==> config.mk <==
export PLATFORM = sky130hd
export DESIGN_NAME = dsu_ctrl
export DESIGN_NICKNAME = d
export VERILOG_FILES = /design/src/design/dsu_pkg.sv /design/src/design/dsu_ctrl.sv
export SDC_FILE = /design/constraint.sdc
export NUM_CORES = 1
export LEC_CHECK = 0
export BUFFER_PORTS_ARGS = -buffer_cell sky130_fd_sc_hd__clkbuf_2
export CORE_MARGIN = 2
export CORE_UTILIZATION = 55
export DETAILED_ROUTE_END_ITERATION = 12
export HOLD_SLACK_MARGIN = 0.12
export PLACE_DENSITY = 0.89
export SETUP_SLACK_MARGIN = 0.3
export SYNTH_ARGS = -nofsm -noshare
export SYNTH_HDL_FRONTEND = slang
export SYNTH_SLANG_ARGS = --single-unit
==> constraint.sdc <==
create_clock -name clk -period 3.55 [get_ports clk]
set_clock_uncertainty 0.15 [all_clocks]
set_input_delay 0 -clock clk [delete_from_list [all_inputs] [get_ports clk]]
set_output_delay 0 -clock clk [all_outputs]
set_load 0.005 [all_outputs]
==> src/design/dsu_pkg.sv <==
// Shared types and constants for the union-find core.
`default_nettype none

package dsu_pkg;

    localparam int NODE_W = 10;

    typedef logic [NODE_W-1:0] node_t;

    typedef enum logic {
        OP_FIND  = 1'b0,
        OP_UNION = 1'b1
    } op_t;

    typedef enum logic [2:0] {
        ST_CLEAR,
        ST_IDLE,
        ST_FSTART,
        ST_WALK,
        ST_CSTART,
        ST_COMP,
        ST_LINK,
        ST_OUT
    } state_t;

    typedef struct packed {
        logic  rd_en;
        node_t rd_addr;
        logic  wr_en;
        node_t wr_addr;
        node_t wr_data;
    } mem_req_t;

endpackage

`default_nettype wire

==> src/design/dsu_ctrl.sv <==
// Sequencer: root walk, path compression, link and result register.
`default_nettype none

module dsu_ctrl #(
    parameter int NODES = 1024,
    parameter int DEPTH = 1024
) (
    input  wire logic              clk,
    input  wire logic              rst_n,
    input  wire logic              s_tvalid,
    output logic                   s_tready,
    input  wire logic [23:0]       s_tdata,
    input  wire logic [0:0]        s_tuser,
    output logic                   m_tvalid,
    input  wire logic              m_tready,
    output logic [15:0]            m_tdata,
    output logic [0:0]             m_tuser,
    output dsu_pkg::mem_req_t      req,
    input  wire dsu_pkg::node_t    rd_data
);
    import dsu_pkg::*;

    localparam int AW = $clog2(DEPTH);

    state_t      state_reg, state_next;
    logic [AW-1:0] clr_reg, clr_next;
    logic        phase_reg, phase_next;
    op_t         op_reg, op_next;
    node_t       a_reg, a_next;
    node_t       b_reg, b_next;
    node_t       cur_reg, cur_next;
    node_t       root_reg, root_next;
    node_t       ra_reg, ra_next;
    logic        merged_reg, merged_next;
    logic        m_valid_reg, m_valid_next;
    node_t       m_root_reg, m_root_next;
    logic        m_merged_reg, m_merged_next;

    node_t       node;
    logic        node_ok;
    logic        a_ok;
    logic        b_ok;
    logic        done;
    node_t       done_root;

    assign node    = phase_reg ? b_reg : a_reg;
    assign node_ok = 32'(node) < NODES;
    assign a_ok    = 32'(a_reg) < NODES;
    assign b_ok    = 32'(b_reg) < NODES;

    always_ff @(posedge clk or negedge rst_n)
    begin
        if (!rst_n)
        begin
            state_reg   <= ST_CLEAR;
            clr_reg     <= '0;
            m_valid_reg <= 1'b0;
        end
        else
        begin
            state_reg   <= state_next;
            clr_reg     <= clr_next;
            m_valid_reg <= m_valid_next;
        end
    end

    always_ff @(posedge clk)
    begin
        phase_reg    <= phase_next;
        op_reg       <= op_next;
        a_reg        <= a_next;
        b_reg        <= b_next;
        cur_reg      <= cur_next;
        root_reg     <= root_next;
        ra_reg       <= ra_next;
        merged_reg   <= merged_next;
        m_root_reg   <= m_root_next;
        m_merged_reg <= m_merged_next;
    end

    always_comb
    begin
        state_next    = state_reg;
        clr_next      = clr_reg;
        phase_next    = phase_reg;
        op_next       = op_reg;
        a_next        = a_reg;
        b_next        = b_reg;
        cur_next      = cur_reg;
        root_next     = root_reg;
        ra_next       = ra_reg;
        merged_next   = merged_reg;
        m_valid_next  = m_valid_reg && !m_tready;
        m_root_next   = m_root_reg;
        m_merged_next = m_merged_reg;
        s_tready      = 1'b0;
        req           = '0;
        done          = 1'b0;
        done_root     = root_reg;

        unique case (state_reg)
            ST_CLEAR:
            begin
                req.wr_en   = 1'b1;
                req.wr_addr = NODE_W'(clr_reg);
                req.wr_data = NODE_W'(clr_reg);
                clr_next    = clr_reg + AW'(1);
                if (clr_reg == AW'(DEPTH - 1))
                begin
                    state_next = ST_IDLE;
                end
            end
            ST_IDLE:
            begin
                s_tready = 1'b1;
                if (s_tvalid)
                begin
                    op_next    = op_t'(s_tuser[0]);
                    a_next     = s_tdata[9:0];
                    b_next     = s_tdata[19:10];
                    phase_next = 1'b0;
                    state_next = ST_FSTART;
                end
            end
            ST_FSTART:
            begin
                cur_next = node;
                if (node_ok)
                begin
                    req.rd_en   = 1'b1;
                    req.rd_addr = node;
                    state_next  = ST_WALK;
                end
                else
                begin
                    done      = 1'b1;
                    done_root = node;
                end
            end
            ST_WALK:
            begin
                if (rd_data == cur_reg)
                begin
                    root_next = cur_reg;
                    if (cur_reg == node)
                    begin
                        done      = 1'b1;
                        done_root = cur_reg;
                    end
                    else
                    begin
                        state_next = ST_CSTART;
                    end
                end
                else
                begin
                    cur_next    = rd_data;
                    req.rd_en   = 1'b1;
                    req.rd_addr = rd_data;
                end
            end
            ST_CSTART:
            begin
                cur_next    = node;
                req.rd_en   = 1'b1;
                req.rd_addr = node;
                state_next  = ST_COMP;
            end
            ST_COMP:
            begin
                req.wr_en   = 1'b1;
                req.wr_addr = cur_reg;
                req.wr_data = root_reg;
                if (rd_data == root_reg)
                begin
                    done      = 1'b1;
                    done_root = root_reg;
                end
                else
                begin
                    cur_next    = rd_data;
                    req.rd_en   = 1'b1;
                    req.rd_addr = rd_data;
                end
            end
            ST_LINK:
            begin
                req.wr_en   = 1'b1;
                req.wr_addr = ra_reg;
                req.wr_data = root_reg;
                merged_next = 1'b1;
                state_next  = ST_OUT;
            end
            ST_OUT:
            begin
                if (!m_valid_reg || m_tready)
                begin
                    m_valid_next  = 1'b1;
                    m_root_next   = root_reg;
                    m_merged_next = merged_reg;
                    state_next    = ST_IDLE;
                end
            end
            default:
            begin
                state_next = ST_IDLE;
            end
        endcase

        if (done)
        begin
            root_next   = done_root;
            merged_next = 1'b0;
            if (!phase_reg)
            begin
                ra_next = done_root;
                if (op_reg == OP_UNION)
                begin
                    phase_next = 1'b1;
                    state_next = ST_FSTART;
                end
                else
                begin
                    state_next = ST_OUT;
                end
            end
            else if (ra_reg != done_root && a_ok && b_ok)
            begin
                state_next = ST_LINK;
            end
            else
            begin
                root_next  = ra_reg;
                state_next = ST_OUT;
            end
        end
    end

    assign m_tvalid = m_valid_reg;
    assign m_tdata  = {6'b0, m_root_reg};
    assign m_tuser  = m_merged_reg;

    assert property (@(posedge clk) disable iff (!rst_n)
        req.wr_en && req.rd_en |-> req.wr_addr != req.rd_addr)
        else $error("read and write hit the same entry");

    assert property (@(posedge clk) disable iff (!rst_n)
        s_tvalid && s_tready |=> !s_tready)
        else $error("request taken while busy");

    assert property (@(posedge clk) disable iff (!rst_n)
        state_reg == ST_CLEAR |-> !m_tvalid && !s_tready)
        else $error("traffic during table clear");

    assert property (@(posedge clk) disable iff (!rst_n)
        state_reg == ST_LINK |-> ra_reg != root_reg && op_reg == OP_UNION)
        else $error("link of equal roots");

endmodule

`default_nettype wire
# --- Word-level counts from Yosys, hierarchy flattened ---
# Cells that the tools add are included.
word_totals:
  ff_bits: 78
  in_bits: 39
  output_inout_bits: 51
classes:
  n_addsub: 1
  eq_ne: 19
  n_mux: 38
  bitwise_logic: 1
  reduce_logical: 16
op_table:
  columns: ["cell", "n"]
  rows:
  - ["2-to-1 mux 10 bit", 11]
  - ["case mux 21 bit (3 select lines)", 1]
  - ["case mux 11 bit (3 select lines)", 1]
  - ["== test 10 bit", 3]
  - ["case mux 10 bit (3 select lines)", 1]
  - ["2-to-1 mux 3 bit", 8]
  - ["2-to-1 mux 11 bit", 2]
  - ["case mux 3 bit (7 select lines)", 1]
  - ["!= test 3 bit (second input constant)", 5]
  - ["== test 3 bit (second input constant)", 4]
  - ["2-to-1 mux 1 bit", 12]
  - ["adder 10 x 1 -> 10 bit (second input constant)", 1]
  - ["== test 10 bit (second input constant)", 1]
  - ["!= test 10 bit", 1]
  - ["AND reduction 2 bit", 4]
  - ["nonzero test 8 bit", 1]
  - ["== test 3 x 2 -> 1 bit (second input constant)", 2]
  - ["AND reduction 6 bit", 1]
  - ["!= test 2 bit (second input constant)", 2]
  - ["nonzero test 2 bit", 2]
  - ["== test 3 x 1 -> 1 bit (second input constant)", 1]
  - ["logical NOT 3 bit", 1]
  - ["AND reduction 3 bit", 1]
  - ["nonzero test 3 bit", 1]
  - ["6 further kinds", 7]

# --- Logic depth before layout (Yosys ltp) ---
# Gate-level depths: netlist of run 1.
logic_depth:
  word_depth: 9
  mapped_depth: 12

# --- Worst setup path after synthesis of run 1 ---
# Ideal clock, no wire load.
synth_timing:
  path_type: "flip-flop to flip-flop"
  start: "reg phase_reg"
  end: "reg state_reg[0]"
  setup_ns: 0.066
  t_arrival_ns: 2.441
  path_slack_ns: 0.893
  path_stages_with_launch: 12
  n_path_buf: 3
  period_less_slack_ns: 2.657
  path_cell_list: "dfxtp_1 > buf_6 > buf_6 > mux2i_4 > xnor2_1 > nor4_2 > and4_1 > buf_6 > mux2_2 > a22o_1 > a2111oi_2 > o31a_1"
synth_between:
  elab_chain_len: 9
  word_cells_on_any_way: 19
synth_rtl:
  columns: ["item", "line", "source"]
  rows:
  - ["start: declaration", "dsu_ctrl.sv:27", "logic phase_reg, phase_next;"]
  - ["start signal: assignment", "dsu_ctrl.sv:69", "phase_reg <= phase_next;"]
  - ["2-to-1 mux 10 bit", "dsu_ctrl.sv:46", "assign node = phase_reg ? b_reg : a_reg;"]
  - ["== test 10 bit", "dsu_ctrl.sv:145", "if (cur_reg == node)"]
  - ["2-to-1 mux 10 bit", "dsu_ctrl.sv:145", null]
  - ["2-to-1 mux 10 bit", "dsu_ctrl.sv:142", "if (rd_data == cur_reg)"]
  - ["2-to-1 mux 10 bit", null, null]
  - ["via done_root[0]", "dsu_ctrl.sv:44", "node_t done_root;"]
  - ["!= test 10 bit", "dsu_ctrl.sv:227", "else if (ra_reg != done_root && a_ok && b_ok)"]
  - ["2-to-1 mux 1 bit", "dsu_ctrl.sv:227", null]
  - ["2-to-1 mux 3 bit", "dsu_ctrl.sv:214", "if (!phase_reg)"]
  - ["2-to-1 mux 3 bit", "dsu_ctrl.sv:210", "if (done)"]
  - ["end signal: assignment", "dsu_ctrl.sv:61", "state_reg <= state_next;"]
  - ["end: declaration", "dsu_ctrl.sv:25", "state_t state_reg, state_next;"]
# The timed path passes the listed nets, and every way through them passes these cells.
# A chain may end at the register's enable or synchronous reset.

# --- Final worst setup path of run 1 ---
layout_timing:
  start: "reg phase_reg"
  end: "reg state_reg[0]"
layout_between:
  elab_chain_len: 9
  word_cells_on_any_way: 19
layout_rtl:
  columns: ["item", "line"]
  rows:
  - ["2-to-1 mux 10 bit", "dsu_ctrl.sv:46"]
  - ["== test 10 bit", "dsu_ctrl.sv:145"]
  - ["2-to-1 mux 10 bit", "dsu_ctrl.sv:145"]
  - ["2-to-1 mux 10 bit", "dsu_ctrl.sv:142"]
  - ["2-to-1 mux 10 bit", null]
  - ["!= test 10 bit", "dsu_ctrl.sv:227"]
  - ["2-to-1 mux 1 bit", "dsu_ctrl.sv:227"]
  - ["2-to-1 mux 3 bit", "dsu_ctrl.sv:214"]
  - ["2-to-1 mux 3 bit", "dsu_ctrl.sv:210"]
# Several ways; a longest one is shown, not always the timed one.

==> summary.txt, run 1 <==
Outcome - completed
FP Rows - 32
Pre-Repair DR Iteration Count - 5
Most common cell in the netlist - edfxtp_1
Clk sinks - 78
Max cap viols - 0
CTS tree - done
Synth top area share - 43.5%
H-tree depth - 3
R2r startpoint - phase_reg
Maximum fanout along the worst path - 15
Fmax achieved - 0.317 GHz
Ant. Diodes - 0
Worst Hold Class - input pin to flip-flop
Final ANT Viol Nets - 0
Via count - 3517
Worst EP arrival - 3.30 ns
Final hold violation count - 0
Final GP Congestion - 0.879
Hold Crit Start - s_tvalid
Total GRT Usage - 26.1%
Number of global-route vias before repair - 3507
Main flop type after synthesis - edfxtp_1
Final setup TNS - 0 ns
Worst reg2reg path endpoint - state_reg[0]
Peak VDD IR - 420 µV
Global route overflow - 0
DR iter-0 viols - 261
Slew Viols, Final - 0
CP endpoint kind - flip-flop
DIE WIDTH - 92.2 µm
Leakage - 0.00209 µW
Largest net degree at the start of global routing - 31
Synth area leader - edfxtp_1
Total CTS buffers - 9
Cell area after layout - 5260 µm²
Final worst-path cycle share - 88.8%
Yosys cell types - 44
Worst reg-to-reg setup slack - 0.40 ns
Yosys reg bits - 78
Slew of the pin with the lowest slew margin - 0.960 ns
Number of synthesized flops with an enable pin - 62
Power per Cell Area - 641 nW/µm²
Final setup fails - 0
Hold-critical path endpoint - state_reg[1]
R2R cell count - 10
Maximum clock insertion buffer count - 2
CP startpoint kind - flip-flop
WL/cell - 17.8 µm
Full die area - 8510 µm²
Mean Syn Cell Area - 10.8 µm²
Rel. slew slack - 35.9%
Placed inst area - 4700 µm²
Worst-Skew Late Latency - 0.36 ns
Synth area leaders - edfxtp_1 (43%), dfrtp_1 (8.2%), xnor2_1 (7.2%), a22o_1 (6.3%), nor2_1 (3.3%)
Ports - 90
WL final - 10700 µm
Area Overhead vs Synth - 22.8%
Die Ht - 92.2 µm
Initial core utilization - 56.0%
# port buffers - 79
DRC Markers - 0
Reg clk slew, reported paths - 0.08 ns
FFs w/ async S/R, synth - 17.9%
Filler cells - 577
Initial antenna violation count - 0
Vias per inst - 5.82
Cell count after synthesis - 395
Hold depth - 6
CTS root buf - clkbuf_8
RSZ-0062 raised after global routing - false
Hold slack final - 0.159 ns
First-pass GRT wire length - 16900 µm
Required @ worst endpoint - 3.70 ns
Ratio of cells with drive above 1 in the final layout - 24.3%
Core footprint - 7650 µm²
Post-synth top cells - edfxtp_1 (62), nor2_1 (38), xnor2_1 (35), nand2_1 (34), a22o_1 (31)
Final worst path period need - 3.15 ns
Sequential share of the synthesized area - 52.6%
Final HPWL DP - 7310 µm
Syn. warnings - 0
# nets final - 537
Worst Setup Path Type - flip-flop to flip-flop
Netlist Area Pre-Place - 4280 µm²
-- cells by family (layout without fill, tap and decap cells) --
| logic type | Yosys count | count (layout) | synth area share [%] |
|---|---|---|---|
| AND/OR/NAND/NOR | 121 | 121 | 13.6 |
| AO/OA/AOI/OAI | 80 | 80 | 13.5 |
| flip-flops | 78 | 78 | 52.6 |
| buffers and inverters | 48 | 150 | 5.32 |
| XOR/XNOR | 45 | 45 | 9.20 |
| multiplexers | 21 | 21 | 5.40 |
| adder cells (fa/ha/maj) | 1 | 1 | 0.292 |
| other | 1 | 6 | 0.0876 |
-- where the power goes --
part | internal [µW] | leakage, µW | switching (µW)
registers | 1210 | 0.000766 | 246
clock network | 273 | 0.0000874 | 335
logic | 592 | 0.00124 | 710
-- how the worst max path moves through the flow --
stage / startpoint / to / slack, ns / cells past startpoint
3_3_place_gp: phase_reg / state_reg[0] / 0.57 / 10
5_1_grt: cur_reg[0] / state_reg[0] / 0.28 / 9
2_1_floorplan: phase_reg / state_reg[0] / 0.89 / 11
6_report: phase_reg / state_reg[0] / 0.40 / 10
4_1_cts: phase_reg / state_reg[0] / 0.36 / 10
3_5_place_dp: phase_reg / state_reg[0] / 0.42 / 10
-- critical path, cell delays in order (launching register included) --
cell       delay [ns]
dfxtp_1          0.35
buf_6            0.23
mux2i_2          0.32
xnor2_1          0.15
nor4_2           0.30
and4_1           0.27
buf_4            0.24
mux2i_1          0.15
a22o_1           0.29
a2111oi_2        0.44
o31a_1           0.18
-- through the flow --
| stage | std cells | setup WS (ns) | util [%] | power, µW |
|---|---|---|---|---|
| after floorplan | 400 | 0.893 | - | 2310 |
| after global placement | 552 | 0.570 | 61.4 | 2620 |
| final | 604 | 0.398 | 68.8 | 3370 |
| after CTS | 602 | 0.358 | 68.1 | 3300 |
| after detailed placement | 552 | 0.417 | 61.4 | 2670 |
| after global routing | 604 | 0.277 | 68.8 | 3560 |
-- area by class of cell --
type / instances / area, µm² / area share, %
sequential: 78 / 2250 / 42.8
multi-input combinational: 274 / 1860 / 35.3
timing repair buffer: 121 / 800 / 15.2
clock buffer: 11 / 141 / 2.69
tap: 102 / 128 / 2.43
inverter: 13 / 48.8 / 0.928
clock inverter: 5 / 33.8 / 0.642
-- layer usage --
| metal | wire length [µm] | vias up | GRT usage, % | share of wire, % |
|---|---|---|---|---|
| li1 | - | 1617 | - | - |
| met4 | 209 | 0 | 9.95 | 1.9 |
| met5 | 0 | - | 0 | 0 |
| met1 | 4210 | 1685 | 30.4 | 39 |
| met3 | 794 | 22 | 6.08 | 7.4 |
| met2 | 5530 | 193 | 46.7 | 51 |
-- layout by cell type (no fill, tap or decap), types with 7 or more instances in the layout --
master,count
o21ai_0,25
a21oi_1,7
clkbuf_8,10
nor4_1,7
nand4_1,10
inv_1,13
dfrtp_1,14
buf_4,7
dlygate4sd3_1,34
mux2_2,7
xnor2_1,35
edfxtp_1,62
mux2i_1,9
xor2_1,10
nand2_1,34
clkbuf_2,79
a22o_1,31
nor2_1,38
-- repair_timing --
item                                    4_1_cts  5_1_grt
endpoints found under the setup margin        0        1
endpoints found under the hold margin        46        0
buffers inserted                              0        2
hold buffers                                 34        0
resized for setup                             0        7
No activity file was read; power rests on OpenSTA's default activity.
==> inputs of run 2 (changes only) <==
--- a/config.mk
+++ b/config.mk
@@ -7,10 +7,10 @@
 export LEC_CHECK = 0
 export BUFFER_PORTS_ARGS = -buffer_cell sky130_fd_sc_hd__clkbuf_2
 export CORE_MARGIN = 2
-export CORE_UTILIZATION = 55
+export CORE_UTILIZATION = 50
 export DETAILED_ROUTE_END_ITERATION = 12
 export HOLD_SLACK_MARGIN = 0.12
-export PLACE_DENSITY = 0.89
+export PLACE_DENSITY = 0.83
 export SETUP_SLACK_MARGIN = 0.3
 export SYNTH_ARGS = -nofsm -noshare
 export SYNTH_HDL_FRONTEND = slang
==> summary.txt, run 2 (synthesized netlist as in run 1, its figures left out) <==
CTS root buf - clkbuf_8
First-pass GRT wire length - 16500 µm (-2.1%)
Final setup TNS - 0 ns (unchanged)
Post-CTS setup buffer count - 0 (unchanged)
Outcome - completed
Power per Cell Area - 663 nW/µm² (+3.5%)
CP endpoint kind - flip-flop
Core footprint - 8260 µm² (+8.0%)
Gate power share - 35.4% (-3.2 points)
Via count - 3422 (-2.7%)
Worst Slack Setup Final - 0.482 ns (+0.0833 ns)
Post-layout util - 64.1% (-4.7 points)
Die Ht - 96.6 µm (+4.7%)
Maximum clock insertion buffer count - 2 (unchanged)
Slew of the pin with the lowest slew margin - 0.982 ns (+0.0217 ns)
Peak VDD IR - 400 µV (-4.8%)
DR iter-0 viols - 266 (+1.9%)
Most common cell after layout, fill and taps aside - clkbuf_2
Maximum fanout along the worst path - 15 (unchanged)
# port buffers - 79 (unchanged)
Worst EP arrival - 3.21 ns (-0.09 ns)
Slew Viols, Final - 0 (unchanged)
FP Rows - 33 (+3.1%)
WL/cell - 17.3 µm (-2.8%)
Seq. cell area - 2250 µm² (unchanged)
Final GP Congestion - 0.928 (+5.6%)
Leakage - 0.00210 µW (+0.38%)
CTS tree - done
Area Overhead vs Synth - 23.6%
Global route overflow - 0 (unchanged)
Area of the multi-input gates - 1830 µm² (-1.5%)
Largest net degree at the start of global routing - 31 (unchanged)
Clk sinks - 78 (unchanged)
RSZ-0062 raised after global routing - false
CP startpoint kind - flip-flop
Final worst path period need - 3.07 ns (-0.0833 ns)
Share of power burned in registers - 42.0% (-1.3 points)
Vias per inst - 5.64 (-3.2%)
H-tree depth - 3 (unchanged)
Rel. slew slack - 34.4% (-1.4 points)
Required @ worst endpoint - 3.70 ns (about the same)
Max cap viols - 0 (unchanged)
Internal Power - 2260 µW (+8.5%)
Filler cells - 664 (+15%)
# nets final - 537 (unchanged)
Number of global-route vias before repair - 3415 (-2.6%)
Total CTS buffers - 9 (unchanged)
Pre-Repair DR Iteration Count - 4 (-1)
Ports - 90 (unchanged)
Switching power - 1260 µW (-2.7%)
Clk pwr share - 22.6% (+4.6 points)
Initial antenna violation count - 0 (unchanged)
Reg clk slew, reported paths - 0.08 ns (about the same)
Final worst-path cycle share - 86.4% (-2.3 points)
Total GRT Usage - 24.1% (-2.0 points)
Switching portion of total power - 35.7% (-2.5 points)
Ratio of cells with drive above 1 in the final layout - 23.7% (-0.60 points)
Worst-Skew Late Latency - 0.36 ns (about the same)
Initial core utilization - 51.9% (-4.1 points)
Dpl ws - 0.463 ns (+0.0458 ns)
DIE WIDTH - 96.6 µm (+4.7%)
Fmax achieved - 0.326 GHz (+2.7%)
Worst Setup Path Type - flip-flop to flip-flop
Ant. Diodes - 0 (unchanged)
DRC Markers - 0 (unchanged)
Final HPWL DP - 7210 µm (-1.4%)
Final ANT Viol Nets - 0 (unchanged)
Full die area - 9320 µm² (+9.6%)
Worst Hold Class - input pin to flip-flop
Final setup fails - 0 (unchanged)
Most frequent cells in the layout - clkbuf_2 (79), edfxtp_1 (62), nor2_1 (38)
WL final - 10500 µm (-2.3%)
Final hold violation count - 0 (unchanged)
[run 2: routing by layer]
metal | vias up | part of all wire [%] | track usage [%]
li1 | 1617 | - | -
met1 | 1619 | 41 | 29.4
met2 | 164 | 49 | 41.3
met3 | 22 | 7.7 | 4.89
met4 | 0 | 2.0 | 10.8
met5 | - | 0 | 0
[run 2: stage by stage]
stage | instances | hold WS, ns | power (µW) | instance area, µm²
after global routing | 607 | 0.202 | 3730 | 5290
after detailed placement | 557 | -0.218 | 2680 | 4710
after global placement | 557 | -0.226 | 2630 | 4710
after CTS | 607 | 0.133 | 3500 | 5290
final | 607 | 0.155 | 3510 | 5290
after floorplan | 400 | -0.446 | 2310 | 4300
[run 2: cell type report]
class	instances	area share, %
timing repair buffer	121	15.0
sequential	78	42.5
multi-input combinational	274	34.5
inverter	13	0.922
tap	105	2.48
clock inverter	6	2.08
clock buffer	10	2.41
[run 2: critical path, stage by stage (launching register included)]
cell       delay, ns
dfxtp_1         0.32
buf_4           0.26
mux2i_1         0.34
xnor2_1         0.15
nor4_2          0.30
and4_2          0.35
mux2_2          0.38
a22o_1          0.20
a2111oi_2       0.37
o31a_1          0.18
[run 2: what timing repair did]
action / in CTS / in global routing
hold endpoints to repair: 46 / 0
resized for setup: 0 / 1
setup endpoints to repair: 0 / 1
hold buffers: 34 / 0
[run 2: power groups by stage]
stage	clock network, µW	logic [µW]	registers, µW
2_1_floorplan	0	1020	1290
3_3_place_gp	0	1160	1470
3_5_place_dp	0	1200	1490
4_1_cts	803	1230	1470
5_1_grt	846	1390	1500
6_report	795	1240	1470
[run 2: path summary, 6_finish.rpt]
kind / endpoint / slack [ns] / cells past startpoint / from
worst min-delay path: state_reg[1] / 0.16 / 6 / s_tvalid
worst max-delay path: state_reg[0] / 0.48 / 9 / phase_reg
max in group asynchronous: clr_reg[1] / 2.23 / 3 / rst_n
min in group asynchronous: clr_reg[8] / 0.59 / 3 / rst_n
worst min register to register: m_tuser / 0.31 / 0 / merged_reg
worst max register to register: state_reg[0] / 0.48 / 9 / phase_reg
==> inputs of run 3 (changes only) <==
--- a/config.mk
+++ b/config.mk
@@ -5,6 +5,7 @@
 export SDC_FILE = /design/constraint.sdc
 export NUM_CORES = 1
 export LEC_CHECK = 0
+export ABC_AREA = 1
 export BUFFER_PORTS_ARGS = -buffer_cell sky130_fd_sc_hd__clkbuf_2
 export CORE_MARGIN = 2
 export CORE_UTILIZATION = 50
==> summary.txt, run 3 <==
Initial antenna violation count - 0 (unchanged)
Vias per inst - 5.52 (-2.1%)
WL final - 12500 µm (+19%)
Sequential share of the synthesized area - 50.8% (-1.8 points)
Worst-Skew Late Latency - 0.36 ns (about the same)
DIE WIDTH - 98.2 µm (+1.7%)
Most common cell in the netlist - nand2_1
Clk pwr share - 17.1% (-5.5 points)
Rel. slew slack - 44.1% (+9.7 points)
Worst reg2reg path endpoint - state_reg[1]
CTS root buf - clkbuf_8
Gate power share - 41.2% (+5.8 points)
Initial core utilization - 51.1% (-0.75 points)
Total CTS buffers - 9 (unchanged)
Maximum fanout along the worst path - 15 (unchanged)
Clk sinks - 78 (unchanged)
Required @ worst endpoint - 3.64 ns (-0.06 ns)
Ratio of cells with drive above 1 in the final layout - 18.0% (-5.7 points)
Slew Viols, Final - 0 (unchanged)
DRC Markers - 0 (unchanged)
Maximum clock insertion buffer count - 2 (unchanged)
FP Rows - 34 (+3.0%)
R2r startpoint - phase_reg
Post-CTS setup buffer count - 0 (unchanged)
Final ANT Viol Nets - 0 (unchanged)
Most frequent cells in the layout - nand2_1 (177), clkbuf_2 (79), inv_1 (77)
Peak VDD IR - 299 µV (-25%)
R2R cell count - 14 (+5)
Placed inst area - 4900 µm² (+3.9%)
CP startpoint kind - flip-flop
Outcome - completed
Worst Setup Path Type - flip-flop to flip-flop
Most common cell after layout, fill and taps aside - nand2_1
Area Overhead vs Synth - 21.9%
Final GP Congestion - 0.949 (+2.3%)
Power per Cell Area - 618 nW/µm² (-6.9%)
Hold depth - 2 (-4)
Syn. warnings - 0 (unchanged)
Number of global-route vias before repair - 4047 (+19%)
Post-layout util - 62.3% (-1.8 points)
Die Ht - 98.2 µm (+1.7%)
FFs w/ async S/R, synth - 17.9% (unchanged)
Global route overflow - 0 (unchanged)
CTS tree - done
Final setup TNS - 0 ns (unchanged)
Internal Power - 1960 µW (-13%)
First-pass GRT wire length - 19700 µm (+19%)
Number of synthesized flops with an enable pin - 62 (unchanged)
Pre-Repair DR Iteration Count - 5 (+1)
DR iter-0 viols - 392 (+47%)
Switching portion of total power - 41.2% (+5.4 points)
Design Power - 3340 µW (-4.9%)
Post-synth top cells - nand2_1 (177), inv_1 (77), edfxtp_1 (62), nand3_1 (47), o21ai_0 (31)
Synth top area share - 42.0% (-1.5 points)
Worst reg-to-reg setup slack - 0.69 ns (+0.20 ns)
Hold-critical path endpoint - op_reg
Main flop type after synthesis - edfxtp_1
Core footprint - 8680 µm² (+5.1%)
Mean Syn Cell Area - 8.32 µm² (-23%)
Max cap viols - 0 (unchanged)
Final setup fails - 0 (unchanged)
Full die area - 9640 µm² (+3.4%)
Hold slack final - 0.205 ns (+0.0494 ns)
Leakage - 0.00264 µW (+26%)
Switching power - 1380 µW (+9.5%)
Fmax achieved - 0.349 GHz (+7.1%)
Reg clk slew, reported paths - 0.08 ns (about the same)
# port buffers - 79 (unchanged)
RSZ-0062 raised after global routing - false
H-tree depth - 3 (unchanged)
Final HPWL DP - 8950 µm (+24%)
Ant. Diodes - 0 (unchanged)
Netlist Area Pre-Place - 4440 µm² (+3.6%)
Final worst-path cycle share - 80.7% (-5.7 points)
Worst EP arrival - 2.95 ns (-0.26 ns)
# nets final - 692 (+29%)
Largest net degree at the start of global routing - 23 (-26%)
Cell count after synthesis - 533 (+35%)
Slew of the pin with the lowest slew margin - 0.835 ns (-0.146 ns)
Ports - 90 (unchanged)
Synth area leaders - edfxtp_1 (42%), nand2_1 (15%), dfrtp_1 (7.9%), inv_1 (6.5%), nand3_1 (5.3%)
Final hold violation count - 0 (unchanged)
WL/cell - 16.3 µm (-5.5%)
Yosys reg bits - 78 (unchanged)
Total GRT Usage - 26.2% (+2.1 points)
CP endpoint kind - flip-flop
Worst Hold Class - input pin to flip-flop
Via count - 4218 (+23%)
Yosys cell types - 41 (-6.8%)
Share of power burned in registers - 41.7% (-0.3 points)
Hold Crit Start - s_tuser
Cell area after layout - 5410 µm² (+2.1%)
Synth area leader - edfxtp_1
Final worst path period need - 2.86 ns (-0.204 ns)
[run 3: worst max-delay path, stage by stage (launching register included)]
cell and delay, ns:
dfxtp_2 0.49, buf_4 0.21, nand2_1 0.09, nand3_1 0.13, nand2_1 0.08, nor2_1 0.11, nand2_1 0.10, nor2_4 0.26
nand2_4 0.20, nand2_1 0.19, inv_2 0.16, nand2_1 0.10, nand2_1 0.12, nor4_1 0.26, a21oi_1 0.08
[run 3: what timing repair did]
action,CTS,global route
gates resized for setup,0,1
setup endpoints to repair,0,8
hold endpoints to repair,69,0
hold buffers,35,0
[run 3: stage by stage]
stage                     setup WS [ns]  std cells
after floorplan                   0.856        538
after global placement            0.699        714
after detailed placement          0.591        714
after CTS                         0.566        764
after global routing              0.425        764
final                             0.686        764
[run 3: final cells by class]
class	count	area, µm²
Tap cell	108	135
Inverter	81	309
Clock inverter	5	27.5
Fill cell	710	3270
Clock buffer	10	128
Multi-Input combinational cell	361	1760
Sequential cell	78	2250
Timing Repair Buffer	121	798
[run 3: routing by layer]
layer  share of wire [%]  vias to the layer above  global-route usage [%]
li1                    -                     1963                       -
met1                  40                     1980                    33.4
met2                  49                      240                    44.4
met3                 8.3                       35                    4.15
met4                 3.1                        0                    11.8
met5                   0                        -                       0
[run 3: how the worst max path moves through the flow]
stage | startpoint | endpoint | slack, ns | cells past startpoint
after floorplan | phase_reg | ra_reg[0] | 0.86 | 15
after global placement | phase_reg | ra_reg[1] | 0.70 | 12
after detailed placement | phase_reg | ra_reg[2] | 0.59 | 13
after CTS | phase_reg | state_reg[1] | 0.57 | 15
after global routing | phase_reg | state_reg[1] | 0.42 | 15
final | phase_reg | state_reg[1] | 0.69 | 14
[run 3: cell families after synthesis]
group / after synthesis / share of synthesized area [%]
adders and majority gates: 1 / 0.282
xor gates and xnor gates: 20 / 3.95
DFF: 78 / 50.8
other: 1 / 0.0845
and+or+nand+nor: 276 / 26.9
buffers and inverters: 99 / 10.1
AOI/OAI and AO/OA: 58 / 7.93
[run 3: power by group through the flow]
stage | clock network, µW | registers (µW) | logic, µW
after floorplan | 0 | 1370 | 816
after global placement | 0 | 1400 | 1270
after detailed placement | 0 | 1410 | 1300
after CTS | 574 | 1390 | 1350
after global routing | 610 | 1410 | 1530
final | 571 | 1390 | 1380
